[config.mk]
export PLATFORM = sky130hd
export DESIGN_NAME = priority_command_tracker
export DESIGN_NICKNAME = d
export VERILOG_FILES = /design/src/rtl/core/pct_pkg.sv /design/src/rtl/core/pct_ctrl.sv /design/src/rtl/core/pct_dpath.sv /design/src/rtl/core/priority_command_tracker.sv
export SDC_FILE = /design/constraint.sdc
export NUM_CORES = 2
export LEC_CHECK = 0
export ABC_CLOCK_PERIOD_IN_PS = 14400
export BUFFER_PORTS_ARGS = -buffer_cell sky130_fd_sc_hd__buf_2
export CORE_ASPECT_RATIO = 1.75
export CORE_MARGIN = 8
export CORE_UTILIZATION = 35
export DETAILED_ROUTE_END_ITERATION = 10
export GPL_TIMING_DRIVEN = 0
export PLACE_DENSITY = 0.55
export SLEW_MARGIN = 15
export SYNTH_ARGS = -nofsm -noshare
export SYNTH_HDL_FRONTEND = slang
export SYNTH_SLANG_ARGS = --single-unit
[constraint.sdc]
create_clock -name clk -period 14.4 [get_ports clk]
set_input_delay 2.16 -clock clk [delete_from_list [all_inputs] [get_ports clk]]
set_output_delay 2.16 -clock clk [all_outputs]
set_load 0.05 [all_outputs]
[src/rtl/core/pct_pkg.sv]
// package: item types, codes and control/status structs for the command tracker
`timescale 1ns / 1ps
package pct_pkg;

  localparam int WAIT_DEPTH_DEF = 16;
  localparam int BUSY_DEPTH_DEF = 8;
  localparam int MAX_RESULTS    = 25;
  localparam int RES_W          = 5;
  localparam logic [31:0] TIMEOUT_RESET = 32'd3000;

  // event kinds
  localparam logic [2:0] FUNC_SUBMIT   = 3'd0;
  localparam logic [2:0] FUNC_RESPONSE = 3'd1;
  localparam logic [2:0] FUNC_TICK     = 3'd2;
  localparam logic [2:0] FUNC_READY    = 3'd3;
  localparam logic [2:0] FUNC_CANCEL   = 3'd4;

  // priority classes
  localparam logic [1:0] CLS_QUEUED    = 2'd0;
  localparam logic [1:0] CLS_FASTPASS  = 2'd1;
  localparam logic [1:0] CLS_KEEPALIVE = 2'd2;
  localparam logic [1:0] CLS_INVALID   = 2'd3;

  // result kinds
  localparam logic [1:0] KIND_SEND   = 2'd0;
  localparam logic [1:0] KIND_COMP   = 2'd1;
  localparam logic [1:0] KIND_STATUS = 2'd2;

  // completion outcomes
  localparam logic [1:0] OUT_RESPONDED = 2'd0;
  localparam logic [1:0] OUT_TIMEDOUT  = 2'd1;
  localparam logic [1:0] OUT_CANCELED  = 2'd2;
  localparam logic [1:0] OUT_REJECTED  = 2'd3;

  typedef struct packed {
    logic [2:0]  func;
    logic [15:0] cmd_id;
    logic [1:0]  prio_class;
    logic        ready_level;
    logic [31:0] now_ms;
  } in_item_t;

  typedef struct packed {
    logic [1:0]  kind;
    logic [15:0] out_id;
    logic [1:0]  outcome;
    logic        accepted;
    logic        last;
  } out_item_t;

  typedef enum logic [1:0] {
    ID_CMD,
    ID_BUSY,
    ID_WAIT,
    ID_ZERO
  } id_src_t;

  typedef struct packed {
    logic       load;
    logic       ins;
    logic       rm_busy;
    logic       rm_at_hit;
    logic       send;
    logic       clr_busy;
    logic       clr_wait;
    logic       gate_wr;
    logic       bidx_clr;
    logic       bidx_inc;
    logic       widx_clr;
    logic       widx_inc;
    logic       emit;
    logic       emit_last;
    id_src_t    id_src;
    logic [1:0] kind;
    logic [1:0] outcome;
  } pct_cmd_t;

  typedef struct packed {
    logic [2:0] func;
    logic       level;
    logic       rej;
    logic       hit;
    logic       bvalid;
    logic       tmo;
    logic       wvalid;
    logic       send_ok;
    logic       emit_ok;
    logic       out_free;
  } pct_status_t;

endpackage

[src/rtl/core/pct_ctrl.sv]
// controller: sequences the table operations and result items of one event
`timescale 1ns / 1ps
module pct_ctrl (
  input  logic                 clk,
  input  logic                 rst,
  input  logic                 in_valid,
  output logic                 in_stall,
  input  pct_pkg::pct_status_t st,
  output pct_pkg::pct_cmd_t    cmd
);
  import pct_pkg::*;

  typedef enum logic [3:0] {
    S_IDLE,
    S_DISPATCH,
    S_REJ,
    S_RESP,
    S_TICK,
    S_PUMP,
    S_CXB,
    S_CXW,
    S_STAT
  } state_t;

  state_t state;
  state_t state_next;

  assign in_stall = (state != S_IDLE);

  // next state and commands
  always_comb begin
    state_next = state;
    cmd = '0;
    cmd.id_src = ID_CMD;
    case (state)
      S_IDLE: begin
        if (in_valid) begin
          cmd.load = 1'b1;
          state_next = S_DISPATCH;
        end
      end
      S_DISPATCH: begin
        case (st.func)
          FUNC_SUBMIT: begin
            if (st.rej) begin
              state_next = S_REJ;
            end else begin
              cmd.ins = 1'b1;
              cmd.widx_clr = 1'b1;
              state_next = S_PUMP;
            end
          end
          FUNC_RESPONSE: begin
            state_next = st.hit ? S_RESP : S_STAT;
          end
          FUNC_TICK: begin
            cmd.bidx_clr = 1'b1;
            state_next = S_TICK;
          end
          FUNC_READY: begin
            cmd.gate_wr = 1'b1;
            cmd.widx_clr = 1'b1;
            state_next = st.level ? S_PUMP : S_STAT;
          end
          FUNC_CANCEL: begin
            cmd.bidx_clr = 1'b1;
            state_next = S_CXB;
          end
          default: begin
            state_next = S_STAT;
          end
        endcase
      end
      S_REJ: begin
        cmd.kind = KIND_COMP;
        cmd.outcome = OUT_REJECTED;
        if (st.emit_ok) begin
          cmd.emit = 1'b1;
          state_next = S_STAT;
        end
      end
      S_RESP: begin
        cmd.kind = KIND_COMP;
        cmd.outcome = OUT_RESPONDED;
        if (st.emit_ok) begin
          cmd.emit = 1'b1;
          cmd.rm_busy = 1'b1;
          cmd.rm_at_hit = 1'b1;
          cmd.widx_clr = 1'b1;
          state_next = S_PUMP;
        end
      end
      S_TICK: begin
        cmd.kind = KIND_COMP;
        cmd.outcome = OUT_TIMEDOUT;
        cmd.id_src = ID_BUSY;
        if (!st.bvalid) begin
          cmd.widx_clr = 1'b1;
          state_next = S_PUMP;
        end else if (!st.tmo) begin
          cmd.bidx_inc = 1'b1;
        end else if (st.emit_ok) begin
          cmd.emit = 1'b1;
          cmd.rm_busy = 1'b1;
        end
      end
      S_PUMP: begin
        cmd.kind = KIND_SEND;
        cmd.id_src = ID_WAIT;
        if (!st.wvalid) begin
          state_next = S_STAT;
        end else if (!st.send_ok) begin
          cmd.widx_inc = 1'b1;
        end else if (st.emit_ok) begin
          cmd.emit = 1'b1;
          cmd.send = 1'b1;
          cmd.widx_clr = 1'b1;
        end
      end
      S_CXB: begin
        cmd.kind = KIND_COMP;
        cmd.outcome = OUT_CANCELED;
        cmd.id_src = ID_BUSY;
        if (!st.bvalid) begin
          cmd.clr_busy = 1'b1;
          cmd.widx_clr = 1'b1;
          state_next = S_CXW;
        end else if (st.emit_ok) begin
          cmd.emit = 1'b1;
          cmd.bidx_inc = 1'b1;
        end
      end
      S_CXW: begin
        cmd.kind = KIND_COMP;
        cmd.outcome = OUT_CANCELED;
        cmd.id_src = ID_WAIT;
        if (!st.wvalid) begin
          cmd.clr_wait = 1'b1;
          state_next = S_STAT;
        end else if (st.emit_ok) begin
          cmd.emit = 1'b1;
          cmd.widx_inc = 1'b1;
        end
      end
      S_STAT: begin
        cmd.kind = KIND_STATUS;
        cmd.emit_last = 1'b1;
        cmd.id_src = (st.func == FUNC_SUBMIT || st.func == FUNC_RESPONSE) ? ID_CMD : ID_ZERO;
        if (st.out_free) begin
          cmd.emit = 1'b1;
          state_next = S_IDLE;
        end
      end
      default: begin
        state_next = S_IDLE;
      end
    endcase
  end

  // state register
  always_ff @(posedge clk) begin
    if (rst) begin
      state <= S_IDLE;
    end else begin
      state <= state_next;
    end
  end

endmodule

[src/rtl/core/pct_dpath.sv]
// datapath: wait list, in-flight table, scan indexes and output register
`timescale 1ns / 1ps
module pct_dpath #(
  parameter int WAIT_DEPTH = pct_pkg::WAIT_DEPTH_DEF,
  parameter int BUSY_DEPTH = pct_pkg::BUSY_DEPTH_DEF
) (
  input  logic                 clk,
  input  logic                 rst,
  input  pct_pkg::in_item_t    in_item,
  input  logic                 cfg_wr_en,
  input  logic [31:0]          cfg_wr_data,
  input  pct_pkg::pct_cmd_t    cmd,
  output pct_pkg::pct_status_t st,
  output logic                 out_valid,
  input  logic                 out_stall,
  output pct_pkg::out_item_t   out_item
);
  import pct_pkg::*;

  localparam int BW  = $clog2(BUSY_DEPTH + 1);
  localparam int WW  = $clog2(WAIT_DEPTH + 1);
  localparam int BIW = $clog2(BUSY_DEPTH);
  localparam int WIW = $clog2(WAIT_DEPTH);

  in_item_t                cur;
  logic [15:0]             wait_ids     [WAIT_DEPTH];
  logic [1:0]              wait_classes [WAIT_DEPTH];
  logic [WW-1:0]           wait_count;
  logic [15:0]             busy_ids     [BUSY_DEPTH];
  logic [1:0]              busy_classes [BUSY_DEPTH];
  logic [31:0]             busy_time    [BUSY_DEPTH];
  logic [BUSY_DEPTH-1:0]   busy_valid;
  logic                    ready_gate;
  logic [31:0]             timeout_ms;
  logic [BW-1:0]           bidx;
  logic [WW-1:0]           widx;
  logic [BIW-1:0]          hit_idx;
  logic                    rej;
  logic                    hit;
  logic                    acc;
  logic [RES_W-1:0]        res_cnt;

  logic [15:0]    b_id;
  logic [31:0]    b_time;
  logic [15:0]    w_id;
  logic [1:0]     w_cls;
  logic [BW-1:0]  bcount;
  logic           bvalid;
  logic           wvalid;
  logic           any_queued;
  logic           w_in_busy;
  logic           send_ok;
  logic           in_bhit;
  logic           in_whit;
  logic [BIW-1:0] in_hit_idx;
  logic           rej_in;
  logic           drop;
  logic           out_free;
  logic           do_load;
  logic [BIW-1:0] rm_pos;
  logic [15:0]    emit_id;

  // reads at the scan indexes
  assign bvalid = (bidx < BW'(BUSY_DEPTH)) && busy_valid[bidx[BIW-1:0]];
  assign wvalid = (widx < wait_count);
  assign b_id   = busy_ids[bidx[BIW-1:0]];
  assign b_time = busy_time[bidx[BIW-1:0]];
  assign w_id   = wait_ids[widx[WIW-1:0]];
  assign w_cls  = wait_classes[widx[WIW-1:0]];
  assign bcount = BW'($countones(busy_valid));

  // send gate for the wait entry under the scan index
  always_comb begin
    any_queued = 1'b0;
    w_in_busy  = 1'b0;
    for (int i = 0; i < BUSY_DEPTH; i++) begin
      if (busy_valid[i] && busy_classes[i] == CLS_QUEUED) any_queued = 1'b1;
      if (busy_valid[i] && busy_ids[i] == w_id) w_in_busy = 1'b1;
    end
    send_ok = !busy_valid[BUSY_DEPTH-1] && !w_in_busy &&
              (w_cls != CLS_QUEUED || (ready_gate && !any_queued));
  end

  // duplicate and match checks against the incoming item
  always_comb begin
    in_bhit    = 1'b0;
    in_whit    = 1'b0;
    in_hit_idx = '0;
    for (int i = BUSY_DEPTH - 1; i >= 0; i--) begin
      if (busy_valid[i] && busy_ids[i] == in_item.cmd_id) begin
        in_bhit    = 1'b1;
        in_hit_idx = BIW'(i);
      end
    end
    for (int i = 0; i < WAIT_DEPTH; i++) begin
      if (WW'(i) < wait_count && wait_ids[i] == in_item.cmd_id) in_whit = 1'b1;
    end
    rej_in = (in_item.prio_class == CLS_INVALID) || in_bhit || in_whit ||
             (wait_count == WW'(WAIT_DEPTH));
  end

  // output register handshake
  assign out_free = !out_valid || !out_stall;
  assign drop     = (res_cnt >= RES_W'(MAX_RESULTS - 1));
  assign do_load  = cmd.emit && (cmd.emit_last || !drop);
  assign rm_pos   = cmd.rm_at_hit ? hit_idx : bidx[BIW-1:0];

  always_comb begin
    case (cmd.id_src)
      ID_CMD:  emit_id = cur.cmd_id;
      ID_BUSY: emit_id = b_id;
      ID_WAIT: emit_id = w_id;
      default: emit_id = '0;
    endcase
  end

  assign st.func     = cur.func;
  assign st.level    = cur.ready_level;
  assign st.rej      = rej;
  assign st.hit      = hit;
  assign st.bvalid   = bvalid;
  assign st.tmo      = (cur.now_ms - b_time) >= timeout_ms;
  assign st.wvalid   = wvalid;
  assign st.send_ok  = send_ok;
  assign st.emit_ok  = drop || out_free;
  assign st.out_free = out_free;

  // control registers
  always_ff @(posedge clk) begin
    if (rst) begin
      wait_count <= '0;
      busy_valid <= '0;
      ready_gate <= 1'b0;
      timeout_ms <= TIMEOUT_RESET;
      out_valid  <= 1'b0;
      res_cnt    <= '0;
      bidx       <= '0;
      widx       <= '0;
    end else begin
      if (cfg_wr_en) timeout_ms <= cfg_wr_data;
      if (cmd.gate_wr) ready_gate <= cur.ready_level;

      if (do_load) begin
        out_valid <= 1'b1;
      end else if (!out_stall) begin
        out_valid <= 1'b0;
      end

      if (cmd.load) begin
        res_cnt <= '0;
      end else if (do_load) begin
        res_cnt <= res_cnt + RES_W'(1);
      end

      if (cmd.bidx_clr) begin
        bidx <= '0;
      end else if (cmd.bidx_inc) begin
        bidx <= bidx + BW'(1);
      end

      if (cmd.widx_clr) begin
        widx <= '0;
      end else if (cmd.widx_inc) begin
        widx <= widx + WW'(1);
      end

      if (cmd.clr_busy) begin
        busy_valid <= '0;
      end else if (cmd.rm_busy) begin
        busy_valid <= busy_valid >> 1;
      end else if (cmd.send) begin
        busy_valid <= {busy_valid[BUSY_DEPTH-2:0], 1'b1};
      end

      if (cmd.clr_wait) begin
        wait_count <= '0;
      end else if (cmd.ins) begin
        wait_count <= wait_count + WW'(1);
      end else if (cmd.send) begin
        wait_count <= wait_count - WW'(1);
      end
    end
  end

  // payload registers
  always_ff @(posedge clk) begin
    if (cmd.load) begin
      cur     <= in_item;
      rej     <= rej_in;
      hit     <= in_bhit;
      hit_idx <= in_hit_idx;
      if (in_item.func == FUNC_SUBMIT) begin
        acc <= !rej_in;
      end else if (in_item.func == FUNC_RESPONSE) begin
        acc <= in_bhit;
      end else begin
        acc <= 1'b1;
      end
    end

    if (do_load) begin
      out_item.kind     <= cmd.kind;
      out_item.out_id   <= emit_id;
      out_item.outcome  <= cmd.outcome;
      out_item.accepted <= cmd.emit_last ? acc : 1'b0;
      out_item.last     <= cmd.emit_last;
    end

    // in-flight table: compact on removal, append on send
    if (cmd.rm_busy) begin
      for (int i = 0; i < BUSY_DEPTH - 1; i++) begin
        if (BIW'(i) >= rm_pos) begin
          busy_ids[i]     <= busy_ids[i+1];
          busy_classes[i] <= busy_classes[i+1];
          busy_time[i]    <= busy_time[i+1];
        end
      end
    end else if (cmd.send) begin
      for (int i = 0; i < BUSY_DEPTH; i++) begin
        if (BW'(i) == bcount) begin
          busy_ids[i]     <= w_id;
          busy_classes[i] <= w_cls;
          busy_time[i]    <= cur.now_ms;
        end
      end
    end

    // wait list: insert at head or tail, close the gap on send
    if (cmd.ins) begin
      if (cur.prio_class == CLS_KEEPALIVE) begin
        for (int i = 1; i < WAIT_DEPTH; i++) begin
          wait_ids[i]     <= wait_ids[i-1];
          wait_classes[i] <= wait_classes[i-1];
        end
        wait_ids[0]     <= cur.cmd_id;
        wait_classes[0] <= cur.prio_class;
      end else begin
        for (int i = 0; i < WAIT_DEPTH; i++) begin
          if (WW'(i) == wait_count) begin
            wait_ids[i]     <= cur.cmd_id;
            wait_classes[i] <= cur.prio_class;
          end
        end
      end
    end else if (cmd.send) begin
      for (int i = 0; i < WAIT_DEPTH - 1; i++) begin
        if (WW'(i) >= widx) begin
          wait_ids[i]     <= wait_ids[i+1];
          wait_classes[i] <= wait_classes[i+1];
        end
      end
    end
  end

endmodule

[src/rtl/core/priority_command_tracker.sv]
// top level: command tracker with priority classes, controller plus datapath
`timescale 1ns / 1ps
// Tracks commands by correlation id over a wait list and an in-flight table.
// One event is taken at a time; in_stall stays high until its final status
// item has been loaded into the output register. An event is latched and
// dispatched, then steps through its result items, the in-flight entries
// visited by a tick or cancel and the wait entries visited by the send scan;
// every send restarts that scan from the head, as the wait list has a single
// scan index. The shortest events (set ready low, unmatched response, unknown
// kind) go from dispatch straight to their status item. A stalled output
// holds the sequencer at each step that loads a result item, unless that item
// is dropped past the result limit. The timeout register may be written at
// any idle time and resets to 3000.
module priority_command_tracker #(
  parameter int WAIT_DEPTH = pct_pkg::WAIT_DEPTH_DEF,
  parameter int BUSY_DEPTH = pct_pkg::BUSY_DEPTH_DEF
) (
  input  logic               clk,
  input  logic               rst,
  input  logic               in_valid,
  output logic               in_stall,
  input  pct_pkg::in_item_t  in_item,
  output logic               out_valid,
  input  logic               out_stall,
  output pct_pkg::out_item_t out_item,
  input  logic               cfg_wr_en,
  input  logic [31:0]        cfg_wr_data
);
  import pct_pkg::*;

  pct_cmd_t    cmd;
  pct_status_t st;

  // sequencer
  pct_ctrl u_ctrl (
    .clk      (clk),
    .rst      (rst),
    .in_valid (in_valid),
    .in_stall (in_stall),
    .st       (st),
    .cmd      (cmd)
  );

  // tables and output register
  pct_dpath #(
    .WAIT_DEPTH (WAIT_DEPTH),
    .BUSY_DEPTH (BUSY_DEPTH)
  ) u_dpath (
    .clk         (clk),
    .rst         (rst),
    .in_item     (in_item),
    .cfg_wr_en   (cfg_wr_en),
    .cfg_wr_data (cfg_wr_data),
    .cmd         (cmd),
    .st          (st),
    .out_valid   (out_valid),
    .out_stall   (out_stall),
    .out_item    (out_item)
  );

endmodule

* Word-level counts from Yosys, hierarchy flattened *
Memory sizes are Yosys's and may differ from the RTL's. A register that Yosys moved wholly into a read port is not among the register bits.
Index checks and enable logic that the tools add are counted.

word-level totals
  memories = 5
  bits in writable memories = 688
  input bits = 91
  word-level logic and storage cells = 735
  output and inout port bits = 24
  register bits = 147

operators by class
  $add $sub $neg = 13
  order comparisons = 43
  bitwise logic cells = 83
  equal/unequal tests = 80
  multiplexer cells = 389
  reductions and logical operators = 96

memories
  name                  depth  width  read ports  clocked after memory_dff  write ports  line             text
  u_dpath.busy_time     8      32     8           1                         7            pct_dpath.sv:31  logic [31:0] busy_time [BUSY_DEPTH];
  u_dpath.wait_ids      16     16     17          1                         16           pct_dpath.sv:26  logic [15:0] wait_ids [WAIT_DEPTH];
  u_dpath.busy_ids      8      16     9           1                         7            pct_dpath.sv:29  logic [15:0] busy_ids [BUSY_DEPTH];
  u_dpath.wait_classes  16     2      17          1                         16           pct_dpath.sv:27  logic [1:0] wait_classes [WAIT_DEPTH];
  u_dpath.busy_classes  8      2      8           0                         7            pct_dpath.sv:30  logic [1:0] busy_classes [BUSY_DEPTH];

operators with widths
  cell                number
  $mux 16             39
  $eq 16x16->1        32
  $mux 32             8
  $mux 1              253
  $mux 2              45
  $or 1x1->1          83
  $mux 4              13
  $pmux 16 s3         1
  $logic_and 1x1->1   45
  $mux 3              14
  $eq 4x5->1 const A  8
  $lt 4x5->1 const A  8
  $ge 4x5->1 const A  7
  $ge 32x32->1        1
  $pmux 4 s8          1
  $reduce_or 32->1    1
  $sub 32x32->32      1
  $reduce_or 2->1     12
  $eq 3x5->1 const A  4
  $ge 3x5->1 const A  4
  $lt 3x5->1 const A  4
  $pmux 4 s5          1
  $logic_not 2->1     9
  $eq 3x4->1 const A  4
  other kinds (52)    106

* Depth between registers and ports, before layout *
An unclocked memory read counts as a cell.

  word-level depth = 23
  depth in mapped cells = 32
  mapped depth without buffers = 28

* Cells and area by module *
A second synthesis with hierarchy kept.

unflattened totals
  cell total of the unflattened synthesis = 4721
  area, all modules = 51877.3 µm²

by module, submodules not included
  module     area each (µm²)  seq. area each (µm²)  cells an instance  instances
  pct_dpath  51187.8          24483.5               4616               1
  pct_ctrl   689.4            80.1                  105                1

* Worst setup path before layout *
No wires, ideal clock.

  path kind = flip-flop to flip-flop
  start point = reg (tool-made name)
  end point = mem u_dpath.busy_classes[6][0], in the netlist u_dpath.busy_classes[0][12], enable pin
  clock period less this slack = 8981 ps
  library setup time = 410 ps
  slack = 5419 ps
  data required time = 13990 ps
  cell stages (with the launch flop) = 31
  arrival time = 8571 ps
  buffers on the path = 5
  cell sequence = dfxtp_1 -> clkbuf_1 -> clkbuf_1 -> buf_1 -> mux4_2 -> mux2i_1 -> ha_1 -> nor2b_1 -> o21ai_0 -> a21oi_1 -> o21a_1 -> o41a_1 -> a221o_1 -> a41o_1 -> o211a_1 -> a311oi_1 -> a21oi_1 -> xnor2_1 -> ha_1 -> nand2_1 -> nor2_1 -> nand4_1 -> nor3_1 -> o211ai_1 -> nor4b_1 -> o211ai_1 -> a31oi_1 -> a21o_1 -> clkbuf_1 -> clkbuf_1 -> a41o_1

RTL lines
  what           line
  end, declared  pct_dpath.sv:30

==> impl_results.md <==
- Outcome: finished, final reports clean
- Initial core utilization: 35.1%
- Largest net degree at the start of global routing: 43
- Final WS setup: between 2 and 2.5 ns
- Number of global-route vias before repair: between 40k and 50k
- Worst-path fanout max: 42
- CTS Buf Count: 90
- HP Class: flip-flop to flip-flop
- Worst Path Buf+Inv: 7
- Area post-placement: just under 60000 µm²
- Most frequent cells in the layout: 770 x edfxtp_1, 588 x mux2_2, 321 x xnor2_1
- Rows: 192
- Buffers on Ports: between 100 and 150
- MaxCap Viol Count: 0
- Final number of hold-violating endpoints: 0
- WS Path Type: flip-flop to flip-flop
- Setup bufs post-CTS: 0
- Layout cells sized above 1: 28.5%
- Top cell type's share of synthesized area: roughly 42%
- Pwr per Cell Area: approximately 110 nW/µm²
- Post-CTS resize count: 0
- Reg area: ~25000 µm²
- Yosys warning total: 0
- CORE AREA: 156000 µm²
- Design area: between 60000 and 70000 µm²
- WL final: ~320 mm
- Grt met2 use: a little under two thirds
- GRT Overall Usage: 37.0%
- Slowest cell on crit path: clkbuf_1
- Routability cong.: 1.05
- Sequential fraction of the synthesis area: between 40% and 50%
- Area grow syn2layout: 13.8%
- Leak: between 20 and 25 nW
- HPWL after DPL: between 200 and 300 mm
- Wire length of the first global-routing pass: around 420 mm
- Synthesized net count: between 4k and 5k
- Fillers: around 15k
- Largest cells by area after synthesis: edfxtp_1 42%, mux2_2 12%, mux4_2 5.9%, xnor2_1 5.2%, xor2_1 4.2%
- Die Span Y: about 540 µm
- CTS max path bufs: 3
- Vias: 42.4k
- Synth Flop Type: edfxtp_1
- Cell taking the most area after synthesis: edfxtp_1
- Min Tclk post-route: roughly 12 ns
- Asr flop ratio synth: 0%
- Fin nets: about 4.9k
- Clock sink total: between 800 and 900
- Clk_lat worst skew: 0.78 ns
- Initial antenna violation count: 14
- Most common cell after layout, fill and taps aside: edfxtp_1
- H-tree levels: 3
- CP startpoint kind: flip-flop
- CTS tree: done
- Slew HR: under 10%
- Setup violations, final: 0
- Drc violations: 0
- Clock Skews: around 0.078 ns
- CP max stage delay: between 0.9 and 1 ns
- Die area: about 170000 µm²
- Routed Antenna Nets: 0
- Arrival time at the worst endpoint: roughly 13 ns
- Avg Synthesized Cell Area: 12.3 µm²
- GR met1 Demand/Resource: between 30% and 40%
- Mapped Area: between 50000 and 60000 µm²
- Area used by multi-input combinational logic: 28500 µm²
- Remaining global-route overflow: 0
- Clock slew at reported path FFs: ~0.07 ns
- Crit. End Element: flip-flop
- Fmax achieved: between 80 and 90 MHz
- Top-level port count: approximately 120
- Register bit total from synthesis: around 840
- CTS root buf: clkbuf_16
- Cells after synthesis: around 4.4k
- CTS Hold Buffers Added: 0
- VDD IR max: roughly 0.10 mV
- Synth unique cells: just under 100
- Vias/cell: between 6 and 7
- Least-Margin Pin Slew: 1.43 ns
- Max-slew violation count: 0
- Data required time of the worst path: between 10 and 15 ns
- Pre-antenna DRT Iters: 6
- Hold_sp: u_dpath.timeout_ms[29]
- Initial drt markers: between 3k and 4k
- Pre-CTS setup slack: 1.79 ns
- Met3 usage: around 7.3%
- Die Wd: between 300 and 400 µm
- RSZ-0062 raised after global routing: no
- Critical path's most frequent cell: clkbuf_1
- Final worst-path cycle share: between 80 and 90%
- Most Crowded Layer GR: met2
- Crit path max-delay family: compound AO/OA/AOI/OAI gates
- Post-synth EDFFs: 770
- Average wire per standard cell: roughly 47 µm
final cells by class:
| class | count | area share, % |
|---|---|---|
| tap | 2037 | 4.09 |
| clock inverter | 59 | 1.43 |
| clock buffer | 110 | 3.74 |
| buffer | 336 | 2.83 |
| multi-input combinational | 3192 | 45.8 |
| antenna | 12 | 0.0482 |
| inverter | 79 | 0.476 |
| sequential | 842 | 39.4 |
| timing repair buffer | 161 | 2.19 |
state kept, by name, indices dropped and copies added (netlist names), 5 cells and up, named ones only:
name / flops
u_dpath.wait_classes: 32
u_dpath.busy_valid: 8
u_dpath.wait_count: 5
u_dpath.out_item: 22
u_dpath.timeout_ms: 32
u_dpath.cur: 50
u_dpath.wait_ids: 256
u_dpath.busy_time: 256
u_dpath.busy_ids: 128
u_dpath.busy_classes: 16
u_dpath.res_cnt: 5
u_dpath.widx: 5
power by group:
| group | internal, W | switching, W | leakage, nW |
|---|---|---|---|
| Combinational | 0.000465 | 0.000994 | 12.0 |
| Sequential | 0.00285 | 0.000188 | 7.54 |
| Clock | 0.00147 | 0.00116 | 1.53 |
cell families (layout without fill, tap and decap cells):
logic type	after synthesis	after routing	synth area share (%)
compound gates	587	587	7.22
xor+xnor	585	585	9.36
fa+ha+maj	90	90	2.13
buf+inv	415	745	3.65
flops	842	842	44.9
mux	1034	1034	24.4
other cells	0	12	0
simple gates	896	896	8.40
worst paths after layout:
check / slack, ns / to / cells past startpoint
max: 2.03 / u_dpath.busy_time[6][0] / 32
min: 0.50 / u_dpath.timeout_ms[29] / 2
max reg2reg: 2.03 / u_dpath.busy_time[6][0] / 32
min reg2reg: 0.50 / u_dpath.timeout_ms[29] / 2
routing by layer:
| layer | part of all wire (%) | up-vias |
|---|---|---|
| li1 | - | 17400 |
| met1 | 30 | 21700 |
| met2 | 49 | 2150 |
| met3 | 5.4 | 1039 |
| met4 | 15 | 4 |
| met5 | 0.0091 | - |
Yosys cell counts (all sizes together), types with 12 or more instances:
cell,n
buf,135
inv,77
o22ai,22
xor2,261
a211oi,23
and2,35
nand2,202
edfxtp,770
ha,85
nor2b,18
nand3,95
xnor2,324
nor3,64
or2,15
nand4,69
a22oi,18
nand2b,24
nor2,201
mux2,685
mux4,143
a2111oi,12
or4,16
a21o,32
or3,21
o21ai,151
and3,18
mux2i,206
clkbuf,201
dfxtp,72
a221o,38
a21oi,127
a31oi,40
o211ai,23
nor4,71
worst min-delay path, stage by stage, from the launching register on:
cell and delay [ns]:
dfxtp_1 0.32, mux2i_1 0.06, nor2_1 0.08
per-stage QoR:
stage | util [%] | setup TNS, ns | std cells | hold slack (ns) | power (W)
6_report | 40.0 | 0 | 6828 | 0.496 | 0.00712
5_1_grt | 39.9 | 0 | 6817 | 0.505 | 0.00730
4_1_cts | 39.9 | 0 | 6814 | 0.491 | 0.00711
3_5_place_dp | 37.8 | 0 | 6645 | 0.486 | 0.00449
3_3_place_gp | 37.1 | -387.31 | 6599 | 0.475 | 0.00447
2_1_floorplan | - | 0 | 4449 | 0.457 | 0.00381
No activity file was read; power rests on OpenSTA's default activity.
